<file path="config.mk">
export PLATFORM = sky130hd
export DESIGN_NAME = pot_takeover_mode_mapper
export DESIGN_NICKNAME = d
export VERILOG_FILES = /design/src/rtl/ptm_pkg.sv /design/src/rtl/pot_takeover_mode_mapper.sv
export VERILOG_INCLUDE_DIRS = /design/src /design/src/rtl
export SDC_FILE = /design/constraint.sdc
export NUM_CORES = 1
export LEC_CHECK = 0
export ABC_AREA = 1
export BUFFER_PORTS_ARGS = -buffer_cell sky130_fd_sc_hd__buf_4
export CAP_MARGIN = 0
export CORE_UTILIZATION = 40
export CTS_CLUSTER_SIZE = 40
export DETAILED_ROUTE_END_ITERATION = 8
export GPL_TIMING_DRIVEN = 0
export PLACE_DENSITY = 0.58
export SYNTH_ARGS = -nofsm -noshare
export SYNTH_HDL_FRONTEND = slang
export SYNTH_SLANG_ARGS = --single-unit
</file>
<file path="constraint.sdc">
create_clock -name clock -period 20.4 [get_ports clock]
set_input_delay 2.04 -clock clock [delete_from_list [all_inputs] [get_ports clock]]
set_output_delay 2.04 -clock clock [all_outputs]
set_load 0.01 [all_outputs]
</file>
<file path="src/rtl/assert_macros.svh">
// Assertion helpers used by the mapper RTL.
`ifndef ASSERT_MACROS_SVH
`define ASSERT_MACROS_SVH

// Same-cycle implication, disabled while reset is high.
`define PTM_ASSERT_IMP(label, clk, rst, ante, cons, msg) \
   label: assert property (@(posedge clk) disable iff (rst) (ante) |-> (cons)) \
      else $error(msg);

// Next-cycle implication, disabled while reset is high.
`define PTM_ASSERT_NXT(label, clk, rst, ante, cons, msg) \
   label: assert property (@(posedge clk) disable iff (rst) (ante) |=> (cons)) \
      else $error(msg);

`endif

</file>
<file path="src/rtl/ptm_pkg.sv">
package ptm_pkg;

   // Field widths.
   localparam int SAMPLE_W = 12;
   localparam int VALUE_W  = 16;
   localparam int STATUS_W = 3;
   localparam int MODE_W   = 3;
   localparam int CSR_IDX_W = 2;

   // Configuration register indexes.
   localparam logic [CSR_IDX_W-1:0] CSR_PICKUP_MODE = 2'd0;
   localparam logic [CSR_IDX_W-1:0] CSR_RANGE_LOW   = 2'd1;
   localparam logic [CSR_IDX_W-1:0] CSR_RANGE_HIGH  = 2'd2;

   // Register reset values.
   localparam logic [MODE_W-1:0]         PICKUP_MODE_RESET = 3'd0;
   localparam logic signed [VALUE_W-1:0] RANGE_LOW_RESET   = 16'sd0;
   localparam logic signed [VALUE_W-1:0] RANGE_HIGH_RESET  = 16'sd127;

   // Pickup modes; any code not listed behaves as direct.
   localparam logic [MODE_W-1:0] PM_SNAP     = 3'd1;
   localparam logic [MODE_W-1:0] PM_RELATIVE = 3'd2;
   localparam logic [MODE_W-1:0] PM_PARALLAX = 3'd3;
   localparam logic [MODE_W-1:0] PM_SWITCH   = 3'd4;

   // Result status codes.
   localparam logic [STATUS_W-1:0] ST_TAKEN     = 3'd0;
   localparam logic [STATUS_W-1:0] ST_UNCHANGED = 3'd1;
   localparam logic [STATUS_W-1:0] ST_HELD      = 3'd2;
   localparam logic [STATUS_W-1:0] ST_PARALLAX  = 3'd3;
   localparam logic [STATUS_W-1:0] ST_LOADED    = 3'd4;

   // Switch hysteresis thresholds at 30% and 70% of full scale.
   localparam logic [SAMPLE_W-1:0] SWITCH_LOW  = 12'((32'h1000 * 30) / 100);
   localparam logic [SAMPLE_W-1:0] SWITCH_HIGH = 12'((32'h1000 * 70) / 100);
   localparam logic [SAMPLE_W-1:0] SAMPLE_MAX  = 12'hfff;

   // Serial divider operand width and step count.
   localparam int DIV_W     = 17;
   localparam int DIV_STEPS = DIV_W;
   localparam int CNT_W     = $clog2(DIV_STEPS);

   // Saturate a wide signed value to the 16-bit value range.
   function automatic logic signed [VALUE_W-1:0] sat16(input logic signed [19:0] x);
      logic signed [VALUE_W-1:0] r;
      if (x > 20'sd32767) begin
         r = 16'sh7fff;
      end else if (x < -20'sd32768) begin
         r = 16'sh8000;
      end else begin
         r = x[15:0];
      end
      return r;
   endfunction

endpackage

</file>
<file path="src/rtl/pot_takeover_mode_mapper.sv">
// A load or a held-back switch sample goes from S_IDLE to S_DONE; a pot sample passes S_SCALE_V,
// S_SCALE_P and S_DECIDE, a parallax approach then S_DIV (the 17-step serial divider) and S_ADJ
// when it divides, and S_PAR. S_DONE loads the result register once it is free; requests stall
// until S_IDLE. One shared 8x17 multiplier scales the new and then the previous sample.
// Reset (synchronous, active high) restores the registers to their defaults, clears
// the stored value, the previous sample and the external flag, and drops any pending result.
`include "assert_macros.svh"

module pot_takeover_mode_mapper (
   input  logic                                  clock,
   input  logic                                  reset,
   input  logic                                  req_valid,
   output logic                                  req_stall,
   input  logic                                  req_mode,
   input  logic [ptm_pkg::SAMPLE_W-1:0]          req_pot_sample,
   input  logic signed [ptm_pkg::VALUE_W-1:0]    req_loaded_value,
   output logic                                  rsp_valid,
   input  logic                                  rsp_stall,
   output logic [ptm_pkg::STATUS_W-1:0]          rsp_status,
   output logic                                  rsp_send,
   output logic signed [ptm_pkg::VALUE_W-1:0]    rsp_stored_value,
   output logic signed [ptm_pkg::VALUE_W-1:0]    rsp_approach_value,
   input  logic                                  csr_write,
   input  logic [ptm_pkg::CSR_IDX_W-1:0]         csr_index,
   input  logic [ptm_pkg::VALUE_W-1:0]           csr_data
);
   import ptm_pkg::*;

   typedef enum logic [2:0] {
      S_IDLE, S_SCALE_V, S_SCALE_P, S_DECIDE, S_DIV, S_ADJ, S_PAR, S_DONE
   } state_type;

   // Configuration registers.
   logic [MODE_W-1:0]         pickup_mode_ff;
   logic signed [VALUE_W-1:0] range_low_ff;
   logic signed [VALUE_W-1:0] range_high_ff;

   // Persistent state.
   logic [SAMPLE_W-1:0]       last_sample_ff;
   logic signed [VALUE_W-1:0] current_value_ff;
   logic                      external_flag_ff;

   // Sequencer and working registers.
   state_type                 state_ff;
   logic [SAMPLE_W-1:0]       s_ff;
   logic [SAMPLE_W-1:0]       p_ff;
   logic signed [17:0]        v_ff;
   logic signed [17:0]        pv_ff;
   logic [DIV_W-1:0]          div_quo_ff;
   logic [DIV_W-1:0]          div_rem_ff;
   logic [DIV_W-1:0]          div_den_ff;
   logic [CNT_W-1:0]          div_count_ff;
   logic                      q_neg_ff;
   logic signed [19:0]        appr_ff;
   logic [STATUS_W-1:0]       res_status_ff;
   logic                      res_send_ff;
   logic signed [VALUE_W-1:0] res_approach_ff;

   // Result register.
   logic                      rsp_valid_ff;
   logic [STATUS_W-1:0]       rsp_status_ff;
   logic                      rsp_send_ff;
   logic signed [VALUE_W-1:0] rsp_stored_ff;
   logic signed [VALUE_W-1:0] rsp_approach_ff;

   // Span orientation and width.
   logic                      asc;
   logic signed [17:0]        span_wide;
   logic [16:0]               span;
   logic signed [VALUE_W-1:0] lo;
   logic signed [VALUE_W-1:0] top;

   // Shared scaling multiplier.
   logic [7:0]                mul_q;
   logic [24:0]               prod;
   logic [16:0]               prod_hi;
   logic signed [17:0]        scaled;

   // Decision terms.
   logic signed [17:0]        cur18;
   logic signed [18:0]        diff;
   logic                      diff_neg;
   logic                      v_eq_cur;
   logic signed [19:0]        nv;
   logic signed [19:0]        nv_clamped;
   logic signed [18:0]        top_minus_v;
   logic signed [17:0]        top_minus_cur;
   logic                      tmv_pos;
   logic                      par_up;
   logic                      par_dn;
   logic                      div_needed;
   logic signed [17:0]        div_num;
   logic signed [18:0]        div_den;
   logic [17:0]               num_abs;
   logic [18:0]               den_abs;
   logic [STATUS_W-1:0]       plain_status;
   logic signed [19:0]        take_val;
   logic signed [VALUE_W-1:0] take_sat;

   // Switch hysteresis on the incoming sample.
   logic                      sw_fall;
   logic                      sw_rise;

   // Divider step.
   logic [DIV_W:0]            div_shift;
   logic [DIV_W+1:0]          div_trial;
   logic                      div_fits;
   logic signed [19:0]        q_ext;
   logic signed [VALUE_W-1:0] appr_sat;

   logic                      req_accept;
   logic                      rsp_free;

   assign req_stall  = (state_ff != S_IDLE);
   assign req_accept = req_valid && !req_stall;
   assign rsp_free   = !rsp_valid_ff || !rsp_stall;

   assign rsp_valid          = rsp_valid_ff;
   assign rsp_status         = rsp_status_ff;
   assign rsp_send           = rsp_send_ff;
   assign rsp_stored_value   = rsp_stored_ff;
   assign rsp_approach_value = rsp_approach_ff;

   // Span: low end, high end and width plus one in either orientation.
   assign asc       = (range_low_ff <= range_high_ff);
   assign span_wide = asc ? (18'(range_high_ff) - 18'(range_low_ff) + 18'sd1)
                          : (18'(range_low_ff) - 18'(range_high_ff) + 18'sd1);
   assign span      = span_wide[16:0];
   assign lo        = asc ? range_low_ff : range_high_ff;
   assign top       = asc ? range_high_ff : range_low_ff;

   // The multiplier scales the new sample first, then the previous one.
   assign mul_q   = (state_ff == S_SCALE_V) ? s_ff[11:4] : p_ff[11:4];
   assign prod    = 25'(mul_q) * 25'(span);
   assign prod_hi = prod[24:8];
   assign scaled  = asc ? (18'(range_low_ff) + $signed({1'b0, prod_hi}))
                        : (18'(range_low_ff) - $signed({1'b0, prod_hi}));

   // Comparisons of the scaled values against the stored value.
   assign cur18         = 18'(current_value_ff);
   assign diff          = 19'(v_ff) - 19'(pv_ff);
   assign diff_neg      = diff[18];
   assign v_eq_cur      = (v_ff == cur18);
   assign top_minus_v   = 19'(top) - 19'(v_ff);
   assign top_minus_cur = 18'(top) - cur18;
   assign tmv_pos       = !top_minus_v[18] && (top_minus_v != '0);
   assign par_up = external_flag_ff && !diff_neg && ((pv_ff > cur18) || (v_ff < cur18));
   assign par_dn = external_flag_ff && diff_neg && ((pv_ff < cur18) || (v_ff > cur18));
   assign div_needed = (par_up && tmv_pos) || (par_dn && (v_ff != '0));

   // Relative mode: add the movement and clamp on the side it moves toward.
   assign nv = 20'(current_value_ff) + 20'(diff);
   always_comb begin
      if (!diff_neg) begin
         nv_clamped = (nv >= 20'(top)) ? 20'(top) : nv;
      end else begin
         nv_clamped = (nv < 20'(lo)) ? 20'(lo) : nv;
      end
   end

   // Status and takeover value for every case that is not a parallax approach.
   always_comb begin
      take_val = 20'(v_ff);
      case (pickup_mode_ff)
         PM_SNAP: begin
            if (v_eq_cur) begin
               plain_status = ST_UNCHANGED;
            end else if (par_up || par_dn) begin
               plain_status = ST_HELD;
            end else begin
               plain_status = ST_TAKEN;
            end
         end
         PM_RELATIVE: begin
            plain_status = ST_TAKEN;
            take_val     = nv_clamped;
         end
         default: begin
            plain_status = v_eq_cur ? ST_UNCHANGED : ST_TAKEN;
         end
      endcase
   end
   assign take_sat = sat16(take_val);

   // Divider operands: signed numerator and denominator reduced to magnitudes.
   assign div_num = par_up ? top_minus_cur : cur18;
   assign div_den = par_up ? top_minus_v : 19'(v_ff);
   assign num_abs = div_num[17] ? 18'(-div_num) : 18'(div_num);
   assign den_abs = div_den[18] ? 19'(-div_den) : 19'(div_den);

   // One restoring division step per cycle.
   assign div_shift = {div_rem_ff, div_quo_ff[DIV_W-1]};
   assign div_trial = {1'b0, div_shift} - {2'b00, div_den_ff};
   assign div_fits  = !div_trial[DIV_W+1];

   assign q_ext    = $signed(20'(div_quo_ff));
   assign appr_sat = sat16(appr_ff);

   // Switch mode watches crossings of the hysteresis thresholds.
   assign sw_fall = (last_sample_ff >= SWITCH_LOW) && (req_pot_sample < SWITCH_LOW);
   assign sw_rise = (last_sample_ff < SWITCH_HIGH) && (req_pot_sample >= SWITCH_HIGH);

   // Configuration writes.
   always_ff @(posedge clock) begin
      if (reset) begin
         pickup_mode_ff <= PICKUP_MODE_RESET;
         range_low_ff   <= RANGE_LOW_RESET;
         range_high_ff  <= RANGE_HIGH_RESET;
      end else if (csr_write) begin
         unique case (csr_index)
            CSR_PICKUP_MODE: pickup_mode_ff <= csr_data[MODE_W-1:0];
            CSR_RANGE_LOW:   range_low_ff   <= $signed(csr_data);
            CSR_RANGE_HIGH:  range_high_ff  <= $signed(csr_data);
            default: ;
         endcase
      end
   end

   // Sequencer, state update and result register.
   always_ff @(posedge clock) begin
      if (reset) begin
         state_ff         <= S_IDLE;
         last_sample_ff   <= '0;
         current_value_ff <= '0;
         external_flag_ff <= 1'b0;
         rsp_valid_ff     <= 1'b0;
         div_count_ff     <= '0;
      end else begin
         // A taken result leaves unless the next one replaces it in this cycle.
         if (rsp_valid_ff && !rsp_stall && (state_ff != S_DONE)) begin
            rsp_valid_ff <= 1'b0;
         end
         unique case (state_ff)
            S_IDLE: begin
               if (req_accept) begin
                  res_send_ff     <= 1'b0;
                  res_approach_ff <= '0;
                  if (req_mode) begin
                     current_value_ff <= req_loaded_value;
                     external_flag_ff <= 1'b1;
                     res_status_ff    <= ST_LOADED;
                     state_ff         <= S_DONE;
                  end else begin
                     last_sample_ff <= req_pot_sample;
                     if (pickup_mode_ff == PM_SWITCH) begin
                        if (sw_fall) begin
                           s_ff     <= '0;
                           p_ff     <= SAMPLE_MAX;
                           state_ff <= S_SCALE_V;
                        end else if (sw_rise) begin
                           s_ff     <= SAMPLE_MAX;
                           p_ff     <= '0;
                           state_ff <= S_SCALE_V;
                        end else begin
                           res_status_ff <= ST_HELD;
                           state_ff      <= S_DONE;
                        end
                     end else begin
                        s_ff     <= req_pot_sample;
                        p_ff     <= last_sample_ff;
                        state_ff <= S_SCALE_V;
                     end
                  end
               end
            end
            S_SCALE_V: begin
               v_ff     <= scaled;
               state_ff <= S_SCALE_P;
            end
            S_SCALE_P: begin
               pv_ff    <= scaled;
               state_ff <= S_DECIDE;
            end
            S_DECIDE: begin
               if ((pickup_mode_ff == PM_PARALLAX) && (par_up || par_dn)) begin
                  if (div_needed) begin
                     div_quo_ff   <= num_abs[DIV_W-1:0];
                     div_rem_ff   <= '0;
                     div_den_ff   <= den_abs[DIV_W-1:0];
                     div_count_ff <= '0;
                     q_neg_ff     <= div_num[17] ^ div_den[18] ^ par_dn;
                     state_ff     <= S_DIV;
                  end else begin
                     appr_ff  <= 20'(v_ff);
                     state_ff <= S_PAR;
                  end
               end else begin
                  res_status_ff <= plain_status;
                  if (plain_status == ST_TAKEN) begin
                     current_value_ff <= take_sat;
                     res_send_ff      <= 1'b1;
                  end
                  state_ff <= S_DONE;
               end
            end
            S_DIV: begin
               div_rem_ff <= div_fits ? div_trial[DIV_W-1:0] : div_shift[DIV_W-1:0];
               div_quo_ff <= {div_quo_ff[DIV_W-2:0], div_fits};
               if (div_count_ff == CNT_W'(DIV_STEPS - 1)) begin
                  state_ff <= S_ADJ;
               end else begin
                  div_count_ff <= div_count_ff + 1'b1;
               end
            end
            S_ADJ: begin
               appr_ff  <= 20'(current_value_ff) + (q_neg_ff ? -q_ext : q_ext);
               state_ff <= S_PAR;
            end
            S_PAR: begin
               res_status_ff   <= ST_PARALLAX;
               res_approach_ff <= appr_sat;
               res_send_ff     <= !appr_sat[VALUE_W-1];
               state_ff        <= S_DONE;
            end
            S_DONE: begin
               if (rsp_free) begin
                  rsp_valid_ff    <= 1'b1;
                  rsp_status_ff   <= res_status_ff;
                  rsp_send_ff     <= res_send_ff;
                  rsp_stored_ff   <= current_value_ff;
                  rsp_approach_ff <= res_approach_ff;
                  state_ff        <= S_IDLE;
               end
            end
            default: state_ff <= S_IDLE;
         endcase
      end
   end

   // An accepted transaction always starts work in the next cycle.
   `PTM_ASSERT_NXT(a_accept_leaves_idle, clock, reset, req_accept, state_ff != S_IDLE, "accepted transaction left the sequencer idle")
   // The division never runs past its step count.
   `PTM_ASSERT_IMP(a_div_count, clock, reset, state_ff == S_DIV, div_count_ff < CNT_W'(DIV_STEPS), "divider step count overran")
   // Held-back and loaded results never request a send.
   `PTM_ASSERT_IMP(a_quiet_status, clock, reset, rsp_valid_ff && (rsp_status_ff == ST_HELD || rsp_status_ff == ST_LOADED), !rsp_send_ff, "send raised on a held or loaded result")
   // Only a parallax approach carries an approach value.
   `PTM_ASSERT_IMP(a_approach_zero, clock, reset, rsp_valid_ff && (rsp_status_ff != ST_PARALLAX), rsp_approach_ff == '0, "approach value set outside parallax")
   // A loaded result implies the external flag is set.
   `PTM_ASSERT_IMP(a_load_sets_flag, clock, reset, rsp_valid_ff && (rsp_status_ff == ST_LOADED), external_flag_ff, "load did not set the external flag")

endmodule

</file>
==> results_dict.tcl, run 1 <==
set metrics [dict create \
    status "complete, no violations" \
    grt_pass1_vias 22672 \
    crit_path_end_kind "register" \
    cts_tree "built" \
    root_buffer "clkbuf_16" \
    synth_top_family_by_area "adder cells" \
    firstDrtPassIters 5 \
    synth.distinct_cells 66 \
    totalWireLength_um 83300 \
    slew_headroom_pct 7.24 \
    yosysTopAreaCell "edfxtp_1" \
    tns_ns 0 \
    cts-hold-fix-buffers 0 \
    synthXorXnorAreaFrac_pct 5.94 \
    synth.cell_area_um2 26400 \
    period_share_pct 56.9 \
    seq_area_frac_synth_pct 26.0 \
    antenna_cells 0 \
    cts_sinks 253 \
    wl_per_cell_um 18.4 \
    setup_viol 0 \
    rsz0062_at_grt "false" \
    cts_buffers 34 \
    synth_top_area_share_pct 20.5 \
    yosys.area_share.simple_pct 20.2 \
    ys_top_cells_by_count "nand2_1 (707), inv_1 (544), a21oi_1 (323)" \
    async_reset_ff_share_pct 0 \
    skew_ns 0.0331 \
    core_um2 64800 \
    antenna_found_initial 0 \
    finish.utilization_pct 45.4 \
    timing.critical_path.mode_cell "nand2_1" \
    grt_pass1_wl_um 128000 \
    drv_cap 0 \
    setup_ws_ns 8.79 \
    synth.most_common_cell "nand2_1" \
    min_period_ns 11.61 \
    synth-seq-cells 253 \
    fp.dieH_um 259 \
    synthAdderAreaFrac_pct 22.7 \
    dpl.hpwl_um 69500 \
    insertion_delay_ns 0.56 \
    yosysWarnings 0 \
    dieArea_um2 67000 \
    die_w_um 259 \
    synthMuxAreaShare_pct 0 \
    cp_max_fo 10 \
    ys.flop_type "edfxtp_1" \
    drc_errors 0 \
    gr-total-overflow 0 \
    syn_avg_cell_area_um2 7.50 \
    critPathRequiredTime_ns 20.69 \
    final_cell_area_um2 29400 \
    cp_slowest_stage_delay_ns 0.52 \
    hold_path_class "register to register" \
    worst_pin_slew_ns 1.38 \
    avgViaCountPerCell 5.21 \
    row_count 93 \
    pre_cts_ws_ns 8.95 \
    gr-usage-all-layers_pct 24.9 \
    start_kind "register" \
    max_freq_ghz 0.0861 \
    syn_to_final_growth_pct 11.5 \
    crit_arrival_ns 11.91 \
    cts-htree-levels 2 \
    synth_edf_count 180 \
    drv_slew 0 \
    drtAntennaViolNets 0 \
    grt_max_degree 28 \
    cts.repair.resized 0 \
    cts_buffer_depth 3 \
    critPathSlowestCell "fa_1" \
    io_pins 90 \
    synthCells 3520 \
    via_count 23634 \
    synthTopCellsByArea "edfxtp_1 (20%), ha_1 (15%), nand2_1 (10%), fa_1 (8.0%), inv_1 (7.7%)" \
    postCtsSetupRepairBufs 0 \
    drive_gt1_share_pct 6.61 \
    nets 4121 \
    drt_iter0_markers 1799 \
    clk_pin_slew_ns 0.06 \
    synth-compound-area-share_pct 15.8 \
    path_class "register to register" \
    place_congestion 0.972 \
    io_buffers 88 \
    hold_viol 0 \
    place_area_um2 28300 \
    initial_core_util_pct 40.7 \
    synthesis.nets 3988 \
]
==> state kept, by name (all words and copies together) (netlist names), 5 cells and up <==
register	cells
appr_ff	20
pv_ff	18
v_ff	18
div_den_ff	17
div_quo_ff	17
div_rem_ff	17
current_value_ff	16
range_high_ff	16
range_low_ff	16
res_approach_ff	16
rsp_approach_value	16
rsp_stored_value	16
last_sample_ff	12
p_ff	8
s_ff	8
div_count_ff	5
==> placed cells by master (no fill, tap or decap), types with 36 or more instances in the layout <==
cell	instances
nand2_1	707
clkbuf_1	67
xnor2_1	52
clkbuf_16	36
xor2_1	127
a21oi_1	321
nand3_1	134
buf_4	94
fa_1	105
inv_1	544
nor2_1	296
ha_1	311
o21ai_0	268
dfxtp_1	73
edfxtp_1	180
==> worst max-delay path, delay by kind of cell (launching register included) <==
kind | cells | cell delay (ns)
adder cells (fa/ha/maj) | 7 | 3.13
buffers and inverters | 11 | 2.34
AND/OR/NAND/NOR | 19 | 2.23
AO/OA/AOI/OAI | 13 | 2.18
XOR/XNOR | 3 | 1.00
flip-flops | 1 | 0.46
==> stage by stage <==
stage | cells | hold slack, ns
global route | 4534 | 0.424
CTS | 4534 | 0.419
floorplan | 3520 | 0.400
finish | 4534 | 0.417
detailed placement | 4472 | 0.405
global placement | 4463 | 0.402
==> kinds of logic after synthesis <==
group                      count (synthesis)
DFF                                      253
and+or+nand+nor                         1277
adders and majority gates                416
AOI/OAI and AO/OA                        756
xor gates and xnor gates                 179
buffers and inverters                    639
==> final timing paths <==
check	cells past startpoint	slack, ns	endpoint	from
setup / recovery	53	8.79	pv_ff[16]	range_low_ff[15]
setup reg to reg	53	8.79	pv_ff[16]	range_low_ff[15]
hold / removal	0	0.42	rsp_send	res_send_ff
hold reg to reg	0	0.42	rsp_send	res_send_ff
==> routing by layer <==
layer	vias up	GRT usage, %	wire (um)
met5	-	0	0
li1	11915	-	-
met2	620	42.1	39100
met1	10978	32.8	36800
met3	121	2.27	4230
met4	0	9.62	3190
==> cell type report <==
cell class / instances / area [um2]
fillers: 6502 / 35400
multi-input cells: 2628 / 17100
flip-flops and latches: 253 / 6870
inverters: 562 / 2110
well taps: 855 / 1070
clock buffers: 46 / 958
repair buffers: 97 / 774
plain buffers: 77 / 360
clock inverters: 16 / 180
Power of run 1 is not shown: default switching activity piles up to over one toggle a cycle in this logic, so the estimate is an artifact.
==> inputs of run 2 (changes only) <==
==> constraint.sdc (replaced) <==
create_clock -name clock -period 11.65 [get_ports clock]
set_input_delay 1.165 -clock clock [delete_from_list [all_inputs] [get_ports clock]]
set_output_delay 1.165 -clock clock [all_outputs]
set_load 0.01 [all_outputs]
==> results_dict.tcl, run 2 (synthesis gave the netlist of run 1 again) <==
set metrics [dict create \
    top_register "appr_ff" \
    dieArea_um2 67000 \
    status "complete, no violations" \
    most-common-layout-cells "nand2_1 (706), inv_1 (544), a21oi_1 (321), ha_1 (311), nor2_1 (296)" \
    grt_pass1_wl_um 128000 \
    drv_slew 0 \
    worst_pin_slew_ns 1.37 \
    r2r_end "pv_ff[17]" \
    cp_slowest_stage_delay_ns 0.53 \
    hold_viol 0 \
    largest_reg_flops 20 \
    timing.critical_path.mode_cell "nand2_1" \
    drc_errors 0 \
    slew_headroom_pct 7.82 \
    drtAntennaViolNets 0 \
    drive_gt1_share_pct 6.77 \
    path_class "register to register" \
    clk_pin_slew_ns 0.06 \
    min_period_ns 10.82 \
    largestRegisters "appr_ff x20, pv_ff x18, v_ff x18" \
    hold_end "rsp_send" \
    period_share_pct 92.9 \
    hold_path_class "register to register" \
    crit_arrival_ns 11.08 \
    die_w_um 259 \
    setup_viol 0 \
    fp.dieH_um 259 \
    skew_ns 0.0342 \
    initial_core_util_pct 40.7 \
    hp-start "res_send_ff" \
    cts_sinks 253 \
    antenna_found_initial 0 \
    postCtsSetupRepairBufs 0 \
    gr-total-overflow 0 \
    cts_buffers 34 \
    rsz0062_at_grt "false" \
    insertion_delay_ns 0.56 \
    totalWireLength_um 83300 \
    cp_max_fo 16 \
    syn_to_final_growth_pct 11.5 \
    grt_pass1_vias 22672 \
    drv_cap 0 \
    cts-htree-levels 2 \
    r2r_cells 52 \
    dpl.hpwl_um 69500 \
    wl_per_cell_um 18.4 \
    grt_max_degree 28 \
    io_buffers 88 \
    place_congestion 0.972 \
    cts_tree "built" \
    tns_ns 0 \
    reg2reg_from "range_low_ff[15]" \
    via_count 23663 \
    core_um2 64800 \
    row_count 93 \
    layout_commonest_cell "nand2_1" \
    max_freq_ghz 0.0924 \
    drt_iter0_markers 1824 \
    root_buffer "clkbuf_16" \
    n_fill_cell 6500 \
    firstDrtPassIters 5 \
    critPathSlowestCell "ha_1" \
    min_path_cells 0 \
    io_pins 90 \
    critPathRequiredTime_ns 11.90 \
    antenna_cells 0 \
    gr-usage-all-layers_pct 24.9 \
    r2r_slack_ns 0.83 \
    cts_buffer_depth 3 \
    nets 4120 \
    avgViaCountPerCell 5.22 \
    start_kind "register" \
    crit_path_end_kind "register" \
]
-- run 2: worst max path at each step --
stage | start | end | depth (start not counted)
CTS | range_low_ff[15] | pv_ff[16] | 53
detailed placement | range_low_ff[15] | pv_ff[16] | 53
finish | range_low_ff[15] | pv_ff[17] | 52
global route | range_low_ff[15] | pv_ff[16] | 51
global placement | range_low_ff[15] | pv_ff[16] | 53
floorplan | range_high_ff[14] | pv_ff[17] | 55
-- run 2: layer usage --
| metal | GRT usage (%) | vias up | routed length, um |
|---|---|---|---|
| met5 | 0 | - | 0 |
| met4 | 9.62 | 0 | 3210 |
| met1 | 32.8 | 10980 | 36600 |
| li1 | - | 11911 | - |
| met3 | 2.27 | 121 | 4380 |
| met2 | 42.1 | 651 | 39100 |
-- run 2: per-stage QoR --
step                      instance area, um2  setup WS (ns)  util [%]  std cells  hold WS [ns]
final                                  29400          0.827      45.4       4533         0.418
after global routing                   29400        0.00427      45.4       4533         0.424
after CTS                              29400          0.146      45.4       4534         0.419
after detailed placement               28300          0.204      43.6       4472         0.405
after global placement                 28100          0.186      43.4       4463         0.402
after floorplan                        26400           2.52         -       3520         0.400
-- run 2: worst max-delay path: cells and delay by family, from the launching register on --
kind / cells / cell delay [ns]
buffers and inverters: 11 / 1.66
and+or+nand+nor: 22 / 3.14
adders and majority gates: 7 / 3.14
DFF: 1 / 0.46
xor gates and xnor gates: 3 / 0.73
AOI/OAI and AO/OA: 9 / 1.39
-- run 2: layout make-up --
class	instances	area, um2	share of cell area (%)
clock buffers	46	958	3.25
plain buffers	76	360	1.22
inverters	562	2110	7.18
well taps	855	1070	3.63
repair buffers	97	774	2.63
clock inverters	16	180	0.612
multi-input cells	2628	17100	58.1
flip-flops and latches	253	6870	23.3
-- run 2: repair_timing --
action / 4_1_cts / 5_1_grt
hold buffers: 0 / 0
endpoints found under the setup margin: 0 / 10
gates resized for setup: 0 / 10
Power of run 2 is left out for the same reason.
